<file path="src/rtl/core/debounced_keypad_single_shot_core_macros.svh">
// Assertion macros for the keypad core.
`ifndef DEBOUNCED_KEYPAD_SINGLE_SHOT_CORE_MACROS_SVH
`define DEBOUNCED_KEYPAD_SINGLE_SHOT_CORE_MACROS_SVH

// Same-cycle implication.
`define DKSC_ASSERT_NOW(label, clk, rst, ante, cons) \
   label: assert property (@(posedge clk) disable iff (rst) (ante) |-> (cons)) \
      else $error("keypad core check failed");

// Next-cycle implication.
`define DKSC_ASSERT_NEXT(label, clk, rst, ante, cons) \
   label: assert property (@(posedge clk) disable iff (rst) (ante) |=> (cons)) \
      else $error("keypad core check failed");

`endif

</file>
<file path="src/rtl/core/dksc_pkg.sv">
package dksc_pkg;

   localparam int KEY_BITS  = 4;
   localparam int MASK_BITS = 9;
   localparam int DEB_BITS  = 16;
   localparam int CSR_BITS  = 2;
   localparam int DATA_BITS = 16;

   typedef logic [KEY_BITS-1:0] key_type;

   localparam key_type NO_CHOICE = 4'hF;

   localparam key_type RESET_REPORTED = 4'd4;
   localparam key_type RESET_SINGLE   = 4'd8;
   localparam logic [DEB_BITS-1:0] RESET_DEBOUNCE = 16'd20;

   typedef enum logic [CSR_BITS-1:0] {
      CSR_ACTIVE_HIGH_MASK  = 2'd0,
      CSR_DEBOUNCE_TIME     = 2'd1,
      CSR_SINGLE_SHOT_INDEX = 2'd2
   } csr_index_type;

   typedef struct packed {
      logic    pressed;
      key_type key_index;
   } result_type;

endpackage

</file>
<file path="src/rtl/core/dksc_raw_pick.sv">
module dksc_raw_pick
   import dksc_pkg::*;
#(
   parameter int NUM_BUTTONS = 9
) (
   input  logic [NUM_BUTTONS-1:0] pin_levels,
   input  logic [MASK_BITS-1:0]   active_high_mask,
   output key_type                raw_choice
);

   logic [NUM_BUTTONS-1:0] pol_level;
   logic [NUM_BUTTONS-1:0] hit;

   // buttons past the mask width are active low
   for (genvar g = 0; g < NUM_BUTTONS; g++) begin : g_act
      if (g < MASK_BITS) begin : g_in
         assign pol_level[g] = active_high_mask[g];
      end else begin : g_out
         assign pol_level[g] = 1'b0;
      end
   end

   assign hit = ~(pin_levels ^ pol_level);

   // lowest index wins
   always_comb begin
      raw_choice = NO_CHOICE;
      for (int i = NUM_BUTTONS - 1; i >= 0; i--) begin
         if (hit[i]) begin
            raw_choice = KEY_BITS'(i);
         end
      end
   end

endmodule

</file>
<file path="src/rtl/core/dksc_debounce.sv">
module dksc_debounce
   import dksc_pkg::*;
#(
   parameter int TIME_BITS = 32
) (
   input  logic                 clock,
   input  logic                 reset,
   input  logic                 step,
   input  key_type              raw_choice,
   input  logic [TIME_BITS-1:0] now_time,
   input  logic [DEB_BITS-1:0]  debounce_time,
   input  key_type              single_shot_index,
   output result_type           result
);

   key_type              last_raw_ff, last_raw_in;
   key_type              stable_ff, stable_in;
   logic [TIME_BITS-1:0] change_time_ff, change_time_in;
   key_type              reported_ff, reported_in;
   key_type              single_held_ff, single_held_in;

   logic                 raw_changed;
   key_type              stable_mid;
   logic [TIME_BITS-1:0] elapsed;

   always_comb begin
      raw_changed    = (raw_choice != last_raw_ff);
      last_raw_in    = raw_choice;
      change_time_in = raw_changed ? now_time : change_time_ff;
      stable_mid     = (raw_changed && raw_choice == NO_CHOICE) ? NO_CHOICE : stable_ff;
      elapsed        = now_time - change_time_in;
      stable_in      = (elapsed >= TIME_BITS'(debounce_time)) ? raw_choice : stable_mid;
   end

   always_comb begin
      reported_in    = reported_ff;
      single_held_in = NO_CHOICE;
      result.pressed = 1'b0;
      if (stable_in != NO_CHOICE) begin
         if (stable_in == single_shot_index) begin
            single_held_in = stable_in;
            if (stable_in != single_held_ff) begin
               reported_in    = stable_in;
               result.pressed = 1'b1;
            end
         end else begin
            reported_in    = stable_in;
            result.pressed = 1'b1;
         end
      end
      result.key_index = reported_in;
   end

   always_ff @(posedge clock) begin
      if (reset) begin
         last_raw_ff    <= NO_CHOICE;
         stable_ff      <= NO_CHOICE;
         change_time_ff <= '0;
         reported_ff    <= RESET_REPORTED;
         single_held_ff <= NO_CHOICE;
      end else if (step) begin
         last_raw_ff    <= last_raw_in;
         stable_ff      <= stable_in;
         change_time_ff <= change_time_in;
         reported_ff    <= reported_in;
         single_held_ff <= single_held_in;
      end
   end

endmodule

</file>
<file path="src/rtl/core/debounced_keypad_single_shot_core.sv">
// Each request passes the input register, then the result register.
// Throughput: one poll per cycle unless rsp_stall holds a result; the
// debounce state updates between the input and result registers.
// Reset: synchronous; clears the debounce state, both valid flags and
// restores register defaults (mask 0, debounce 20, single-shot index 8).
`include "debounced_keypad_single_shot_core_macros.svh"

module debounced_keypad_single_shot_core
   import dksc_pkg::*;
#(
   parameter int NUM_BUTTONS = 9,
   parameter int TIME_BITS   = 32
) (
   input  logic                   clock,
   input  logic                   reset,

   input  logic                   req_valid,
   output logic                   req_stall,
   input  logic [NUM_BUTTONS-1:0] req_pin_levels,
   input  logic [31:0]            req_now_time,

   output logic                   rsp_valid,
   input  logic                   rsp_stall,
   output logic                   rsp_pressed,
   output logic [KEY_BITS-1:0]    rsp_key_index,

   input  logic                   csr_write_enable,
   input  logic [CSR_BITS-1:0]    csr_index,
   input  logic [DATA_BITS-1:0]   csr_wdata
);

   logic [MASK_BITS-1:0]   mask_ff;
   logic [DEB_BITS-1:0]    debounce_ff;
   key_type                single_idx_ff;

   logic                   in_valid_ff, in_valid_in;
   logic [NUM_BUTTONS-1:0] in_levels_ff;
   logic [TIME_BITS-1:0]   in_time_ff;

   logic                   out_valid_ff, out_valid_in;
   result_type             out_ff;

   logic                   out_free;
   logic                   advance;
   key_type                raw_choice;
   result_type             result;

   always_ff @(posedge clock) begin
      if (reset) begin
         mask_ff       <= '0;
         debounce_ff   <= RESET_DEBOUNCE;
         single_idx_ff <= RESET_SINGLE;
      end else if (csr_write_enable) begin
         case (csr_index_type'(csr_index))
            CSR_ACTIVE_HIGH_MASK:  mask_ff       <= csr_wdata[MASK_BITS-1:0];
            CSR_DEBOUNCE_TIME:     debounce_ff   <= csr_wdata[DEB_BITS-1:0];
            CSR_SINGLE_SHOT_INDEX: single_idx_ff <= csr_wdata[KEY_BITS-1:0];
            default: ;
         endcase
      end
   end

   assign out_free  = !out_valid_ff || !rsp_stall;
   assign advance   = in_valid_ff && out_free;
   assign req_stall = in_valid_ff && !out_free;

   assign in_valid_in  = req_stall ? in_valid_ff : req_valid;
   assign out_valid_in = out_free ? in_valid_ff : out_valid_ff;

   always_ff @(posedge clock) begin
      if (reset) begin
         in_valid_ff  <= 1'b0;
         out_valid_ff <= 1'b0;
      end else begin
         in_valid_ff  <= in_valid_in;
         out_valid_ff <= out_valid_in;
      end
   end

   always_ff @(posedge clock) begin
      if (!req_stall) begin
         in_levels_ff <= req_pin_levels;
         in_time_ff   <= req_now_time[TIME_BITS-1:0];
      end
      if (advance) begin
         out_ff <= result;
      end
   end

   dksc_raw_pick #(
      .NUM_BUTTONS (NUM_BUTTONS)
   ) u_pick (
      .pin_levels       (in_levels_ff),
      .active_high_mask (mask_ff),
      .raw_choice       (raw_choice)
   );

   dksc_debounce #(
      .TIME_BITS (TIME_BITS)
   ) u_debounce (
      .clock             (clock),
      .reset             (reset),
      .step              (advance),
      .raw_choice        (raw_choice),
      .now_time          (in_time_ff),
      .debounce_time     (debounce_ff),
      .single_shot_index (single_idx_ff),
      .result            (result)
   );

   assign rsp_valid     = out_valid_ff;
   assign rsp_pressed   = out_ff.pressed;
   assign rsp_key_index = out_ff.key_index;

   `DKSC_ASSERT_NOW(a_stall_needs_item, clock, reset, req_stall, in_valid_ff)
   `DKSC_ASSERT_NEXT(a_advance_gives_result, clock, reset, advance, rsp_valid)
   `DKSC_ASSERT_NOW(a_pressed_is_button, clock, reset, rsp_valid && rsp_pressed,
      rsp_key_index != NO_CHOICE)

endmodule

</file>
<file path="config.mk">
export PLATFORM = sky130hd
export DESIGN_NAME = debounced_keypad_single_shot_core
export DESIGN_NICKNAME = d
export VERILOG_FILES = /design/src/rtl/core/dksc_pkg.sv /design/src/rtl/core/dksc_raw_pick.sv /design/src/rtl/core/dksc_debounce.sv /design/src/rtl/core/debounced_keypad_single_shot_core.sv
export VERILOG_INCLUDE_DIRS = /design/src /design/src/rtl/core
export SDC_FILE = /design/constraint.sdc
export NUM_CORES = 1
export LEC_CHECK = 0
export BUFFER_PORTS_ARGS = -buffer_cell sky130_fd_sc_hd__buf_4
export CORE_ASPECT_RATIO = 1.2
export CORE_MARGIN = 2
export CORE_UTILIZATION = 30
export CTS_CLUSTER_DIAMETER = 200
export DETAILED_ROUTE_END_ITERATION = 10
export SLEW_MARGIN = 20
export SYNTH_ARGS = -nofsm -noshare
export SYNTH_HDL_FRONTEND = slang
export SYNTH_SLANG_ARGS = --single-unit
</file>
<file path="constraint.sdc">
create_clock -name clock -period 11.83 [get_ports clock]
set_input_delay 0.5915 -clock clock [delete_from_list [all_inputs] [get_ports clock]]
set_output_delay 0.5915 -clock clock [all_outputs]
set_load 0.02 [all_outputs]
</file>
== After elaboration in Yosys (flattened, before gate mapping) ==
Index checks and enable logic that the tools add are counted.

* Add/subtract/negate cells: 1
* Magnitude comparators: 1
* Equality and inequality tests: 7
* Mux-type cells: 19
* Bitwise gates (word level): 2
* Reduce and logical (&&, ||, !) cells: 11

{| class="wikitable"
|+ Operator list
! kind !! count
|-
| 2-to-1 mux 4 bit || 15
|-
| >= comparator 32 x 16 -> 1 bit || 1
|-
| 2-to-1 mux 32 bit || 1
|-
| subtractor 32 bit || 1
|-
| NOT 9 bit || 1
|-
| bitwise XOR 9 bit || 1
|-
| inequality test 4 bit || 2
|-
| AND reduction 2 bit || 3
|-
| equality test 4 bit || 1
|-
| equality test 4 bit, second input constant || 1
|-
| inequality test 4 bit, second input constant || 1
|-
| logical AND 1 bit || 3
|-
| logical NOT 1 bit || 3
|-
| 2-to-1 mux 3 bit || 1
|-
| equality test 2 x 1 -> 1 bit, second input constant || 1
|-
| equality test 2 bit, second input constant || 1
|-
| logical NOT 2 bit || 1
|-
| 2-to-1 mux 1 bit || 2
|-
| logical OR 1 bit || 1
|}

* Register bits: 125
* Bits of input ports: 64
* Output and inout bits: 7
* Word-level logic and storage cells: 55

== Longest topological paths before layout ==
Gate-level depths: netlist of the first run.

* Depth after elaboration: 20
* Gate-level depth with buffers: 35
* Mapped depth without buffers: 31

== By module ==
From an unflattened synthesis of the first run, not the netlist that was laid out.

* Cells, all modules: 852
* Area total of the unflattened synthesis: 7,822.5 sq um

{| class="wikitable"
|+ Modules (own cells, without submodules)
! module !! times used !! cells an instance !! area each (sq um) !! sequential area each (sq um)
|-
| dksc_debounce || 1 || 656 || 4,923.5 || 960.9
|-
| debounced_keypad_single_shot_core || 1 || 173 || 2,700.1 || 2,001.9
|-
| dksc_raw_pick || 1 || 23 || 198.9 || 0.0
|}

== Worst setup path after synthesis of the first run ==
Ideal clock, no wire load.

* Path type: flip-flop to flip-flop
* Start: register in_levels_ff[6]
* End: register out_ff, in the netlist rsp_key_index[1] (data pin)
* Setup time: 265 ps
* Arrival time: 6,971 ps
* Data required time: 11,565 ps
* Path slack: 4,594 ps
* Stages on the path, launching flop included: 31
* Path through: edfxtp_1 xnor2_1 or3_4 a41o_4 xnor2_4 nand4_1 buf_1 mux2i_1 ha_1 nor2b_1 o311ai_0 nand2_1 a41oi_1 nor2_1 a21oi_1 o21bai_1 xor2_1 ha_1 a21oi_1 nor2b_1 nor4_1 o2111ai_1 a21oi_1 o211a_1 nor4b_1 and3_1 nand4b_1 or4_4 buf_6 a21oi_1 a2bb2oi_1

{| class="wikitable"
|+ RTL lines
! item !! line !! text
|-
| from (decl) || debounced_keypad_single_shot_core.sv:37 || <nowiki>logic [NUM_BUTTONS-1:0] in_levels_ff;</nowiki>
|-
| from (signal assigned) || debounced_keypad_single_shot_core.sv:82 || <nowiki>in_levels_ff <= req_pin_levels;</nowiki>
|-
| to (signal assigned) || debounced_keypad_single_shot_core.sv:86 || <nowiki>out_ff <= result;</nowiki>
|-
| to (decl) || debounced_keypad_single_shot_core.sv:41 || <nowiki>result_type out_ff;</nowiki>
|}

==> results.md, run 1 <==
Outcome:
- The run finished with clean final reports.

Placed design:
- The wire-length estimate of the detail-placed layout is 16800 um.
- Routability-driven placement finished with a final weighted congestion of 1.04.
- Port buffering added 70 buffers.
- Timing analysis after detailed placement gives a worst setup slack of roughly 2.5 ns.

Synth:
- Of the synthesized area, sequential elements account for a little under two fifths.
- The number of nets handed over by synthesis was approximately 1000.
- The post-synth design cell area is 0.00800 mm2.
- In the synthesized netlist, the number of instances is 904.
- The dominant synthesized flop cell is sky130_fd_sc_hd__dfxtp_1.
- The number of synthesis warnings is 0.
- The share of synthesized flip-flops with an asynchronous set or reset is 0%.
- Synthesis instantiated 76 different standard cells from the library.
- The number of synthesized flops with an enable pin is 46.
- The synthesized area per cell is just under 9 um2.
- After synthesis the netlist holds a flip-flop and latch count of ~130.

Power and ir drop:
- In this run the static leakage power is between 3 and 4 nW.
- Power spread over the standard cell area amounts to 136 mW/mm2.
- Power comes to between 1 and 1.5 mW.
- The maximum resistive drop on vdd is 94.3 uV.

Finish:
- In the final layout, the multi-input gates occupy roughly 0.0047 mm2.
- The share of post-route cells with drive strength above 1 is 13.4%.
- For this run, the post-layout net count is ~1100.
- The fill cell total of the finished layout is 2728.
- The number of antenna diodes in the final layout is 0.
- Summing all flip-flop and latch instances after layout gives 0.00296 mm2.
- The library cells used most frequently in the layout, excluding fill and tap cells, are sky130_fd_sc_hd__nand2_1 (99), sky130_fd_sc_hd__dfxtp_1 (79), sky130_fd_sc_hd__buf_4 (76).
- The most common cell after layout, fill and taps aside is sky130_fd_sc_hd__nand2_1.
- Cells fill a little over a third of the core in the end.
- The area growth from synthesis to layout is 17.5%.

Setup path:
- The worst path arrival time is ~9.5 ns.
- The critical path is of the reg2reg type.
- STA classifies the critical path startpoint as a flop.
- The peak per-stage delay on the critical path is slightly below 0.9 ns.
- STA classifies the critical path endpoint as a flop.
- The top fanout value on the critical path is 22.
- Among all stages on the critical path, the largest delay is contributed by sky130_fd_sc_hd__nand4_1.
- STA puts the critical path data required time at 12.00 ns.
- The cell repeated most along the worst path is sky130_fd_sc_hd__a21oi_1.

STA:
- The number of hold-slack violations in the final timing report is 0.
- Once routing completed, OpenROAD measured the worst setup slack at 2.46 ns.
- Setup repair after global routing left no endpoint under its margin.
- Summed over all failing endpoints, the final setup total negative slack is 0 ns.
- Setup violations remaining at the end of the flow were counted as 0.
- The total count of max-transition violations in the final report is 0.
- The clock tree skew after final layout is 0.0110 ns.
- For this run, the top clock speed supported by timing is around 110 MHz.
- The relative slew slack is between 30% and 40%.
- The final critical path time including I/O delays and setup is roughly 9.4 ns.
- At the pin with the least slew margin, the transition time is 0.970 ns.
- After layout, the worst path uses between 70% and 80% of the clock period.

Clock tree:
- The number of setup buffers added after CTS is 0.
- The H-tree was split into 4 levels.
- The clock latency reported for the late side of the worst-skew pair is around 0.44 ns.
- Counting along the longest clock path gives a buffer depth of 2.
- TritonCTS built the clock tree.
- The clock transition at the registers of the reported paths is 0.06 ns.
- The count of hold-fix buffers inserted at cts is 0.
- The number of clock buffers added by TritonCTS is 17.
- The clock sink total is about 130.
- Gates resized during post-CTS repair numbered 0.
- The cell at the root of the clock tree is sky130_fd_sc_hd__clkbuf_16.

Global route:
- Entering global routing, the biggest net connects 69 pins.
- The number of antenna violations at the first check in global routing is 0.
- The remaining global-route overflow is 0.
- The first-pass GRT wire length is roughly 36000 um.
- The via count of the first global-routing pass is ~6800.
- The total global routing track utilization is between 10% and 20%.

Floorplan:
- Row generation in the floorplan step produced 65 rows.
- The die is 183 um tall.
- Once the floorplan was initialized, standard cells occupied 30.5% of the core.
- The floorplan step defined a die boundary enclosing roughly 0.028 mm2.
- The total area inside the core boundary comes to ~0.026 mm2.
- For this design the top-level I/O count stands at 71.
- Measured along the x axis, the die boundary spans around 150 um.

Hold path:
- In this run the worst hold path is classified as in2reg.

Drt:
- The pre-antenna-repair detailed-routing pass consisted of 6 iterations.
- Once detail routing completed, the nets flagged for antenna violations numbered 0.
- The post-detailed-route via-to-cell ratio is roughly 5.3.
- For this block, the routed nets add up to between 20000 and 25000 um of wire.
- The remaining routing DRC violations is 0.
- The routed length per placed instance is roughly 17 um.
- The routed layout has ~6900 vias.
- The first-iteration detailed-routing DRC count is between 400 and 500.

Job:
- The total of max-cap violations is 0.
sequential cells by signal, summed over array words and instances (netlist names), 9 cells and up:
signal                     count
debounce_ff                   16
in_levels_ff                   9
in_time_ff                    32
mask_ff                        9
u_debounce.change_time_ff     32
critical path, delay by kind of cell (launching register included):
family / cells / cell delay [ns]
adder cells (fa/ha/maj): 2 / 0.60
buffers and inverters: 1 / 0.55
AO/OA/AOI/OAI: 11 / 2.92
flip-flops: 1 / 0.39
XOR/XNOR: 3 / 1.09
multiplexers: 1 / 0.25
AND/OR/NAND/NOR: 11 / 3.28
metal layers:
| layer | wire, um | GRT usage [%] | up-vias |
|---|---|---|---|
| met5 | 0 | 0 | - |
| met4 | 702 | 7.41 | 0 |
| met3 | 703 | 2.69 | 37 |
| met2 | 11000 | 27.8 | 153 |
| met1 | 9890 | 19.8 | 3280 |
| li1 | - | - | 3451 |
worst paths after layout:
check | from | slack, ns | endpoint | cells past startpoint
max | in_levels_ff[5] | 2.46 | rsp_key_index[1] | 29
max reg2reg | in_levels_ff[5] | 2.46 | rsp_key_index[1] | 29
min | req_now_time[11] | 0.32 | in_time_ff[11] | 1
min reg2reg | debounce_ff[9] | 0.45 | debounce_ff[9] | 2
where the power goes:
part | internal (mW) | switching (mW) | total, mW
Sequential | 0.470 | 0.0180 | 0.488
Clock | 0.305 | 0.211 | 0.517
Combinational | 0.113 | 0.166 | 0.278
synth_stat cells (all sizes together), types with 4 or more instances:
cell type	number	area, um2
dfxtp	79	1580
o21bai	5	37.5
inv	37	139
o21ai	25	125
a41oi	7	61.3
o2111ai	6	52.6
and3	9	56.3
a21oi	75	379
xor2	20	183
ha	44	551
nor2b	12	75.1
nor4	11	68.8
or2	4	25.0
nand2b	10	62.6
a211oi	38	295
nand3b	9	67.6
or3	4	30.0
nand4	14	87.6
buf	10	51.3
mux2i	50	508
nor2	74	285
nand2	99	372
o31ai	5	37.5
o21a	8	60.1
xnor2	22	211
a31oi	13	81.3
clkbuf	35	131
o211ai	17	128
nor3b	4	30.0
and2	7	43.8
a21o	20	150
edfxtp	46	1380
nand3	15	75.1
nor3	19	106
per-stage QoR:
stage / std cells / hold WS (ns) / area (um2)
5_1_grt: 1302 / 0.311 / 9400
2_1_floorplan: 904 / 0.436 / 8000
4_1_cts: 1302 / 0.298 / 9400
3_3_place_gp: 1270 / 0.446 / 8820
6_report: 1302 / 0.324 / 9400
3_5_place_dp: 1270 / 0.448 / 8820
final cells by class:
class,instances,share of cell area [%]
Clock buffer,19,4.83
Timing Repair Buffer,76,6.07
Multi-Input combinational cell,696,50.3
Clock inverter,13,1.34
Sequential cell,125,31.5
Inverter,38,1.52
Tap cell,335,4.46
cell families after synthesis:
group,share of synthesized area [%]
fa+ha+maj,7.38
mux,6.49
xor+xnor,4.93
compound gates,21.3
flops,37.0
simple gates,18.8
buf+inv,4.07
No activity file was read; power rests on OpenSTA's default activity.
==> run 2, diff against run 1 <==
Clock period 11.83 ns to 9 ns, I/O delays scaled along.
==> run 2 against run 1 <==
Compared with the run above: routed wire length grew 4.3%; clock power grew 38%; register-to-register slack lost 1.6 ns; die area is the same; final cell count grew 0.31%; global-route usage grew 0.69 points; sequential share of layout area shrank 0.20 points; largest cell class unchanged; critical path type unchanged; first-iteration DRC count shrank 6.1%; fmax grew 15%; via count shrank 0.27%; design area grew 0.63%.
==> results.md, run 2 (same netlist as run 1, synthesis figures left out) <==
Clock tree:
- The TritonCTS clock tree is done.
- The cell at the root of the clock tree is sky130_fd_sc_hd__clkbuf_16.
- The clock sink total is 125.
- The clock tree synthesis step divided the H-tree into 4 levels.
- Post-CTS timing repair inserted 0 buffers for setup.
- The clock transition at the registers of the reported paths is approximately 0.070 ns.
- The clock latency reported for the late side of the worst-skew pair is roughly 0.43 ns.
- No sink is reached through more buffers than the 2 on the longest clock path.
- In this run, CTS created clock tree buffers numbering 17.
- The count of hold-fix buffers inserted at cts is 0.

Power and ir drop:
- The power density normalized to cell area is 183 mW/mm2.
- The share of total power dissipated in the clock network is around two fifths.
- The total leakage power is around 3.8 nW.
- The internal power of the cells totals about 1.2 mW.
- The switching power is ~0.54 mW.
- Registers are responsible for 37.1% of the overall power.
- The maximum resistive drop on vdd is between 100 and 150 uV.
- The switching fraction of total power is about a third.
- Combinational logic is responsible for a little over a fifth of the overall power.

Job:
- Max-cap violations in this run came to 0.

STA:
- Clock skew on the completed layout was measured at ~0.01 ns.
- The slew of the pin with the lowest slew margin is about 0.94 ns.
- Static timing analysis puts the maximum clock frequency at around 120 MHz.
- The number of hold-slack violations in the final timing report is 0.
- The number of setup violations in the final report is 0.
- The relative slew slack is a little under two fifths.
- Across all setup checks in the final design, the least slack found is around 0.86 ns.
- The total count of max-transition violations in the final report is 0.
- The aggregate negative setup slack is 0 ns.
- After layout, the worst path uses 90.4% of the clock period.
- The routed design could run at a clock period as short as 8.14 ns.

Drt:
- The first-iteration detailed-routing DRC count is ~450.
- The detailed router put a total of about 10000 um of wire on met1.
- The remaining routing DRC violations is 0.
- The total routed wirelength is between 20000 and 25000 um.
- The post-detailed-route via-to-cell ratio is roughly 5.3.
- After detailed routing, the average wire length per cell comes to 17.8 um.
- The number of optimization iterations in the first detailed-route pass is 5.
- The via count is about 6900.
- The detailed router used layers up to and including met4.
- The number of nets still failing antenna checks after routing is 0.
- Wire segments on met3 add up to 611 um in the final route.
- The met2 routed wirelength is 11700 um.

Placed design:
- The congestion estimate from routability-driven global placement came to ~0.95.
- The placed wire-length estimate is 17700 um.
- In this run the tool buffered the top-level ports with 70 buffer cells.
- The worst-case setup slack after placement is about 0.85 ns.

Setup path:
- The endpoint type of the worst setup path is a flop.
- The largest single stage delay on the critical path is between 0.6 and 0.7 ns.
- The worst setup path startpoint is in_levels_ff[1].
- The kind of cell with the highest combined delay along the critical path is simple AND/OR/NAND/NOR gates.
- The cell at the slowest stage of the critical path is sky130_fd_sc_hd__o311ai_0.
- The cell repeated most along the worst path is sky130_fd_sc_hd__a21oi_1.
- The startpoint of the worst register-to-register path is in_levels_ff[1].
- The critical path in this run is classified as reg2reg.
- The required time of the critical path is 9.16 ns.
- The critical path launch point type is a flop.
- Together, buffers and inverters on the worst path number 1.
- STA puts the critical path data arrival time at about 8.3 ns.
- In this run the worst path has a maximum fanout of 13.
- The internal reg-to-reg setup slack is between 0.8 and 0.9 ns.

Floorplan:
- The area of the die is ~0.028 mm2.
- The initial utilization of the core area, before any placement, comes to a little under a third.
- The core region area is between 0.02 and 0.03 mm2.
- Measured along the x axis, the die boundary spans between 150 and 200 um.
- The number of cell rows is 65.
- The floorplan die height is approximately 180 um.
- Pin placement for this block handled 71 I/O pins.

Global route:
- The largest net degree at the start of global routing is 69.
- Global routing finished with a remaining overflow of 0.
- The total global routing track utilization is ~17%.
- The via count of the first global-routing pass is 6780.
- The first global-routing pass estimated about 37000 um of wire.
- The number of antenna violations at the first check in global routing is 0.

Finish:
- The area growth from synthesis to layout is 18.2%.
- In the final layout, the share of cells above drive strength 1 is 14.0%.
- The library cell used most frequently in the layout, excluding fill and tap cells, is sky130_fd_sc_hd__nand2_1.
- The net count of the finished layout is 1067.
- In the layout the commonest cells are sky130_fd_sc_hd__nand2_1 (99), sky130_fd_sc_hd__buf_4 (80), sky130_fd_sc_hd__dfxtp_1 (79).
- The largest registers in the layout are in_time_ff: 32 flops, u_debounce.change_time_ff: 32 flops, debounce_ff: 16 flops.
- The number of diodes is 0.

Outcome:
- The run finished with clean final reports.

Hold path:
- In this run the most critical hold path is launched from req_pin_levels[4].
- The class of the tightest hold or removal check is in2reg.
-- run 2: cell types whose count changed in the layout (fill, tap and decap cells not counted) --
cell / before / now
sky130_fd_sc_hd__clkinvlp_4: 2 / 4
sky130_fd_sc_hd__clkinv_2: 1 / 0
sky130_fd_sc_hd__clkbuf_1: 1 / 0
sky130_fd_sc_hd__inv_8: 0 / 3
sky130_fd_sc_hd__xnor2_2: 0 / 1
sky130_fd_sc_hd__buf_4: 76 / 80
sky130_fd_sc_hd__inv_6: 6 / 5
sky130_fd_sc_hd__clkbuf_16: 18 / 17
sky130_fd_sc_hd__clkinv_4: 2 / 1
sky130_fd_sc_hd__bufinv_16: 1 / 2
sky130_fd_sc_hd__inv_4: 1 / 0
sky130_fd_sc_hd__xnor2_1: 21 / 20
-- run 2: layer usage --
| layer | up-vias | track usage, % |
|---|---|---|
| met1 | 3283 | 21.1 |
| met5 | - | 0 |
| met3 | 30 | 2.50 |
| met2 | 130 | 29.5 |
| li1 | 3459 | - |
| met4 | 0 | 5.85 |
-- run 2: path summary, 6_finish.rpt --
check             cells after the start                to
setup / recovery                     31  rsp_key_index[1]
hold reg to reg                       2   debounce_ff[10]
setup reg to reg                     31  rsp_key_index[1]
hold / removal                        1   in_levels_ff[4]
-- run 2: area by class of cell --
cell class	count	area, um2
clock inverter	15	176
tap	335	419
clock buffer	17	425
fill	2692	16800
inverter	38	143
sequential	125	2960
multi-input combinational	696	4730
timing repair buffer	80	601
-- run 2: stage by stage --
step                utilization [%]  std cells  total power [mW]  hold WS, ns  area [um2]
CTS                            36.0       1306              1.74        0.183        9450
finish                         36.0       1306              1.73        0.194        9460
global route                   36.0       1306              1.81        0.181        9460
floorplan                         -        904             0.906        0.436        8000
global placement               33.7       1274              1.03        0.444        8850
detailed placement             33.7       1274              1.03        0.450        8850
-- run 2: what timing repair did --
action	CTS	global route
resized for setup	0	1
setup endpoints to repair	0	6
hold endpoints to repair	0	0
-- run 2: power by group through the flow --
stage / combinational [mW] / sequential (mW) / clock (mW)
final: 0.379 / 0.641 / 0.711
after global routing: 0.420 / 0.645 / 0.746
after CTS: 0.377 / 0.641 / 0.723
after detailed placement: 0.374 / 0.653 / 0
after global placement: 0.372 / 0.653 / 0
after floorplan: 0.259 / 0.647 / 0
==> run 3, diff against run 2 <==
Settings changed: ABC_AREA set to 1, CORE_MARGIN 2 to 4.
==> run 3 against run 2 <==
Compared with the run above: worst setup slack improved by 1.2 ns; synthesized cell count is 15% higher; clock power fell by 4.6%.
==> results.md, run 3 <==
Synth:
- The post-synth design cell area is roughly 0.0078 mm2.
- The library cell occupying the most area in the post-synthesis netlist is sky130_fd_sc_hd__dfxtp_1.
- A synthesized cell averages 7.49 um2.
- In the post-synthesis netlist, the cell with the most instances is sky130_fd_sc_hd__nand2_1.
- The number of flip-flops and latches in the synthesized netlist is 125.
- In this run, distinct cell masters in the synthesized netlist total 41.
- The number of synthesis warnings is 0.
- After synthesis, the share of flip-flops with an asynchronous set or reset is 0%.
- The share of synthesized area in the top cell type comes to 20.4%.
- Ranked by total cell area, the synthesized netlist is headed by sky130_fd_sc_hd__dfxtp_1 (20%), sky130_fd_sc_hd__edfxtp_1 (18%), sky130_fd_sc_hd__nand2_1 (11%).
- The dominant synthesized flop cell is sky130_fd_sc_hd__dfxtp_1.
- Counting instances in the post-synthesis netlist gives the leading cell types as sky130_fd_sc_hd__nand2_1 (233), sky130_fd_sc_hd__inv_1 (156), sky130_fd_sc_hd__a21oi_1 (82), sky130_fd_sc_hd__o21ai_0 (81), sky130_fd_sc_hd__dfxtp_1 (79).
- The sequential share of the synthesized area is about two fifths.
- In this run, synthesis inferred 46 flip-flops with an integrated enable.
- The synthesized instance count is approximately 1000.
- The number of nets handed over by synthesis was 1146.

Setup path:
- The timing endpoint of the critical path is rsp_key_index[2].
- The worst reg2reg path endpoint is rsp_key_index[2].
- The peak per-stage delay on the critical path is approximately 0.67 ns.
- The worst setup path startpoint is in_levels_ff[3].
- The critical path depth in cells is 40.
- The cell repeated most along the worst path is sky130_fd_sc_hd__nand2_1.
- Along the worst path, the maximum fanout reaches 54.
- The sum of buffers and inverters on the critical path is 3.
- The startpoint of the worst register-to-register path is in_levels_ff[3].
- STA classifies the critical path endpoint as a flop.
- For the worst flop-to-flop path, the logic depth is 40.
- For this design, the slowest cell found on the critical path is sky130_fd_sc_hd__o21ai_0.
- For the worst setup path, the data arrival time is between 7 and 8 ns.
- The critical path launch point type is a flop.
- Setup slack on the worst reg-to-reg path comes out at 2.07 ns.
- The critical path is of the reg2reg type.
- The required time of the critical path is 9.17 ns.
- The cell family contributing the most delay on the critical path is simple AND/OR/NAND/NOR gates.

Power and ir drop:
- In this run the power density over the cells is 178 mW/mm2.
- For this design the static power due to leakage is 4.58 nW.
- The design draws about 1.6 mW.
- The clock network power share is a little over 40%.
- The worst-case IR drop observed on VDD is between 100 and 150 uV.
- The switching fraction of total power is approximately 29%.
- Per report_power, the sequential group accounts for approximately two fifths of the total.
- The fraction of power consumed by combinational cells is between 10% and 20%.
- The internal power of the cells totals roughly 1.2 mW.
- The switching power is approximately 0.48 mW.

Drt:
- The first routing iteration left 358 violations.
- The post-detailed-route via-to-cell ratio is roughly 4.8.
- The final layout contains routed wiring with a total length of about 20000 um.
- The routed length per placed instance is between 10 and 15 um.
- The first TritonRoute pass finished after 5 iterations.
- For this run, design rule violations remaining after detail routing come to 0.
- The routed layout has between 6000 and 7000 vias.
- The number of nets still failing antenna checks after routing is 0.

Floorplan:
- For this design the top-level I/O count stands at 71.
- The number of cell rows is 64.
- Measured along the x axis, the die boundary spans 155 um.
- The floorplan die height is ~180 um.
- The area of the die is 0.0285 mm2.
- Once the floorplan was initialized, standard cells occupied 30.5% of the core.
- After floorplanning, the core was sized to cover between 0.02 and 0.03 mm2.

Job:
- The total of max-cap violations is 0.

STA:
- The final critical path time including I/O delays and setup is 6.93 ns.
- The relative slew slack is approximately a third.
- The worst hold slack is 0.202 ns.
- The clock arrives with between 0.009 and 0.01 ns of skew.
- The aggregate negative setup slack is 0 ns.
- Setup violations remaining at the end of the flow were counted as 0.
- The total count of max-transition violations in the final report is 0.
- At the pin with the least slew margin, the transition time is ~1 ns.
- The number of hold-slack violations in the final timing report is 0.
- Dividing the final minimum period by the clock period gives between 70% and 80%.
- Setup repair after global routing left no endpoint under its margin.
- Based on the critical path, the design can be clocked at up to 144 MHz.

Clock tree:
- After clock tree synthesis, the flow added hold-fix buffers numbering 0.
- The clock net in this run drives a total of about 130 sinks.
- The clock latency reported for the late side of the worst-skew pair is 0.42 ns.
- The longest clock path from root to sink contains 2 buffers.
- The number of gates resized after CTS was 0.
- The H-tree depth is 4.
- The cell at the root of the clock tree is sky130_fd_sc_hd__clkbuf_16.
- The number of clock buffers inserted by TritonCTS is 17.
- The setup fix buffers added after clock tree synthesis is 0.
- The TritonCTS clock tree is done.
- After clock tree synthesis, the clock-pin slew on the worst setup and hold paths is 0.06 ns.

Finish:
- The utilization of the core after routing is 36.1%.
- The area taken by flip-flops and latches is between 0.002 and 0.003 mm2.
- The net count of the finished layout is around 1200.
- Summing all multi-input logic gate instances after layout gives between 0.004 and 0.005 mm2.
- The most common cell after layout, fill and taps aside is sky130_fd_sc_hd__nand2_1.
- The number of diodes is 0.
- Counting the fill cells in the layout gives approximately 2700.
- In the final layout, the registers with the most flip-flops are in_time_ff: 32 flops, u_debounce.change_time_ff: 32 flops, debounce_ff: 16 flops.
- The share of post-route cells with drive strength above 1 is 13.8%.
- Compared with the post-synthesis result, the final layout area differs by 18.5%.
- The library cells used most frequently in the layout, excluding fill and tap cells, are sky130_fd_sc_hd__nand2_1 (233), sky130_fd_sc_hd__inv_1 (155), sky130_fd_sc_hd__a21oi_1 (82).

Placed design:
- In this run the tool buffered the top-level ports with 70 buffer cells.
- The wire-length estimate of the detail-placed layout is 15000 um.
- The global placer's final weighted congestion is between 0.9 and 1.

Hold path:
- Counting instances, the worst hold path has a depth of 1.
- The path class of the tightest hold or removal check is in2reg.

Outcome:
- The run finished with clean final reports.

Global route:
- The first-pass GRT wire length is approximately 33000 um.
- The number of antenna violations at the first check in global routing is 0.
- Global routing used between 10% and 20% of the available tracks across all layers.
- The remaining global-route overflow is 0.
- Entering global routing, the biggest net connects between 60 and 70 pins.
- The via count of the first global-routing pass is ~6700.
## run 3: how the worst min path moves through the flow
stage / start / to / slack [ns]
after CTS: req_pin_levels[5] / in_levels_ff[5] / 0.18
after detailed placement: mask_ff[7] / mask_ff[7] / 0.45
after floorplan: u_debounce.stable_ff[0] / u_debounce.stable_ff[0] / 0.43
after global routing: req_now_time[5] / in_time_ff[5] / 0.18
final: req_now_time[29] / in_time_ff[29] / 0.20
after global placement: mask_ff[7] / mask_ff[7] / 0.44
## run 3: metal layers
metal  global-route usage (%)  share of wire (%)  up-vias
met5                        0                  0        -
met4                     5.41                2.1        0
met3                     2.23                2.5       26
met2                     26.2                 51       94
met1                     16.8                 44     3178
li1                         -                  -     3569
## run 3: cell type report
cell class / count / area share, %
Timing Repair Buffer: 72 / 5.88
Multi-Input combinational cell: 722 / 44.4
Clock buffer: 18 / 4.78
Inverter: 164 / 6.71
Sequential cell: 125 / 32.2
Tap cell: 330 / 4.49
Clock inverter: 14 / 1.56
## run 3: power groups by stage
stage                     clock network (mW)  logic (mW)  registers, mW
after floorplan                            0       0.229          0.649
after global placement                     0       0.315          0.653
after detailed placement                   0       0.318          0.654
after CTS                              0.693       0.320          0.642
after global routing                   0.719       0.366          0.646
final                                  0.678       0.318          0.642
## run 3: cells by family after synthesis
group / count (synthesis) / share of synthesized area (%)
simple gates: 427 / 25.2
compound gates: 212 / 15.2
buf+inv: 190 / 9.38
flops: 125 / 38.2
fa+ha+maj: 45 / 7.35
mux: 22 / 2.84
xor+xnor: 16 / 1.81
## run 3: metrics by stage
step	instance area [um2]	std cells	worst slack [ns]
after global placement	8610	1413	2.27
after floorplan	7760	1037	3.28
after detailed placement	8610	1413	2.08
after CTS	9190	1445	2.07
after global routing	9200	1445	1.31
final	9200	1445	2.07
## run 3: worst register-to-register path: cells and delay by family, from the launching register on
| kind | cells | cell delay [ns] |
|---|---|---|
| AOI/OAI and AO/OA | 6 | 1.80 |
| xor gates and xnor gates | 1 | 0.18 |
| adders and majority gates | 2 | 0.55 |
| buffers and inverters | 3 | 0.21 |
| DFF | 1 | 0.39 |
| and+or+nand+nor | 28 | 3.57 |
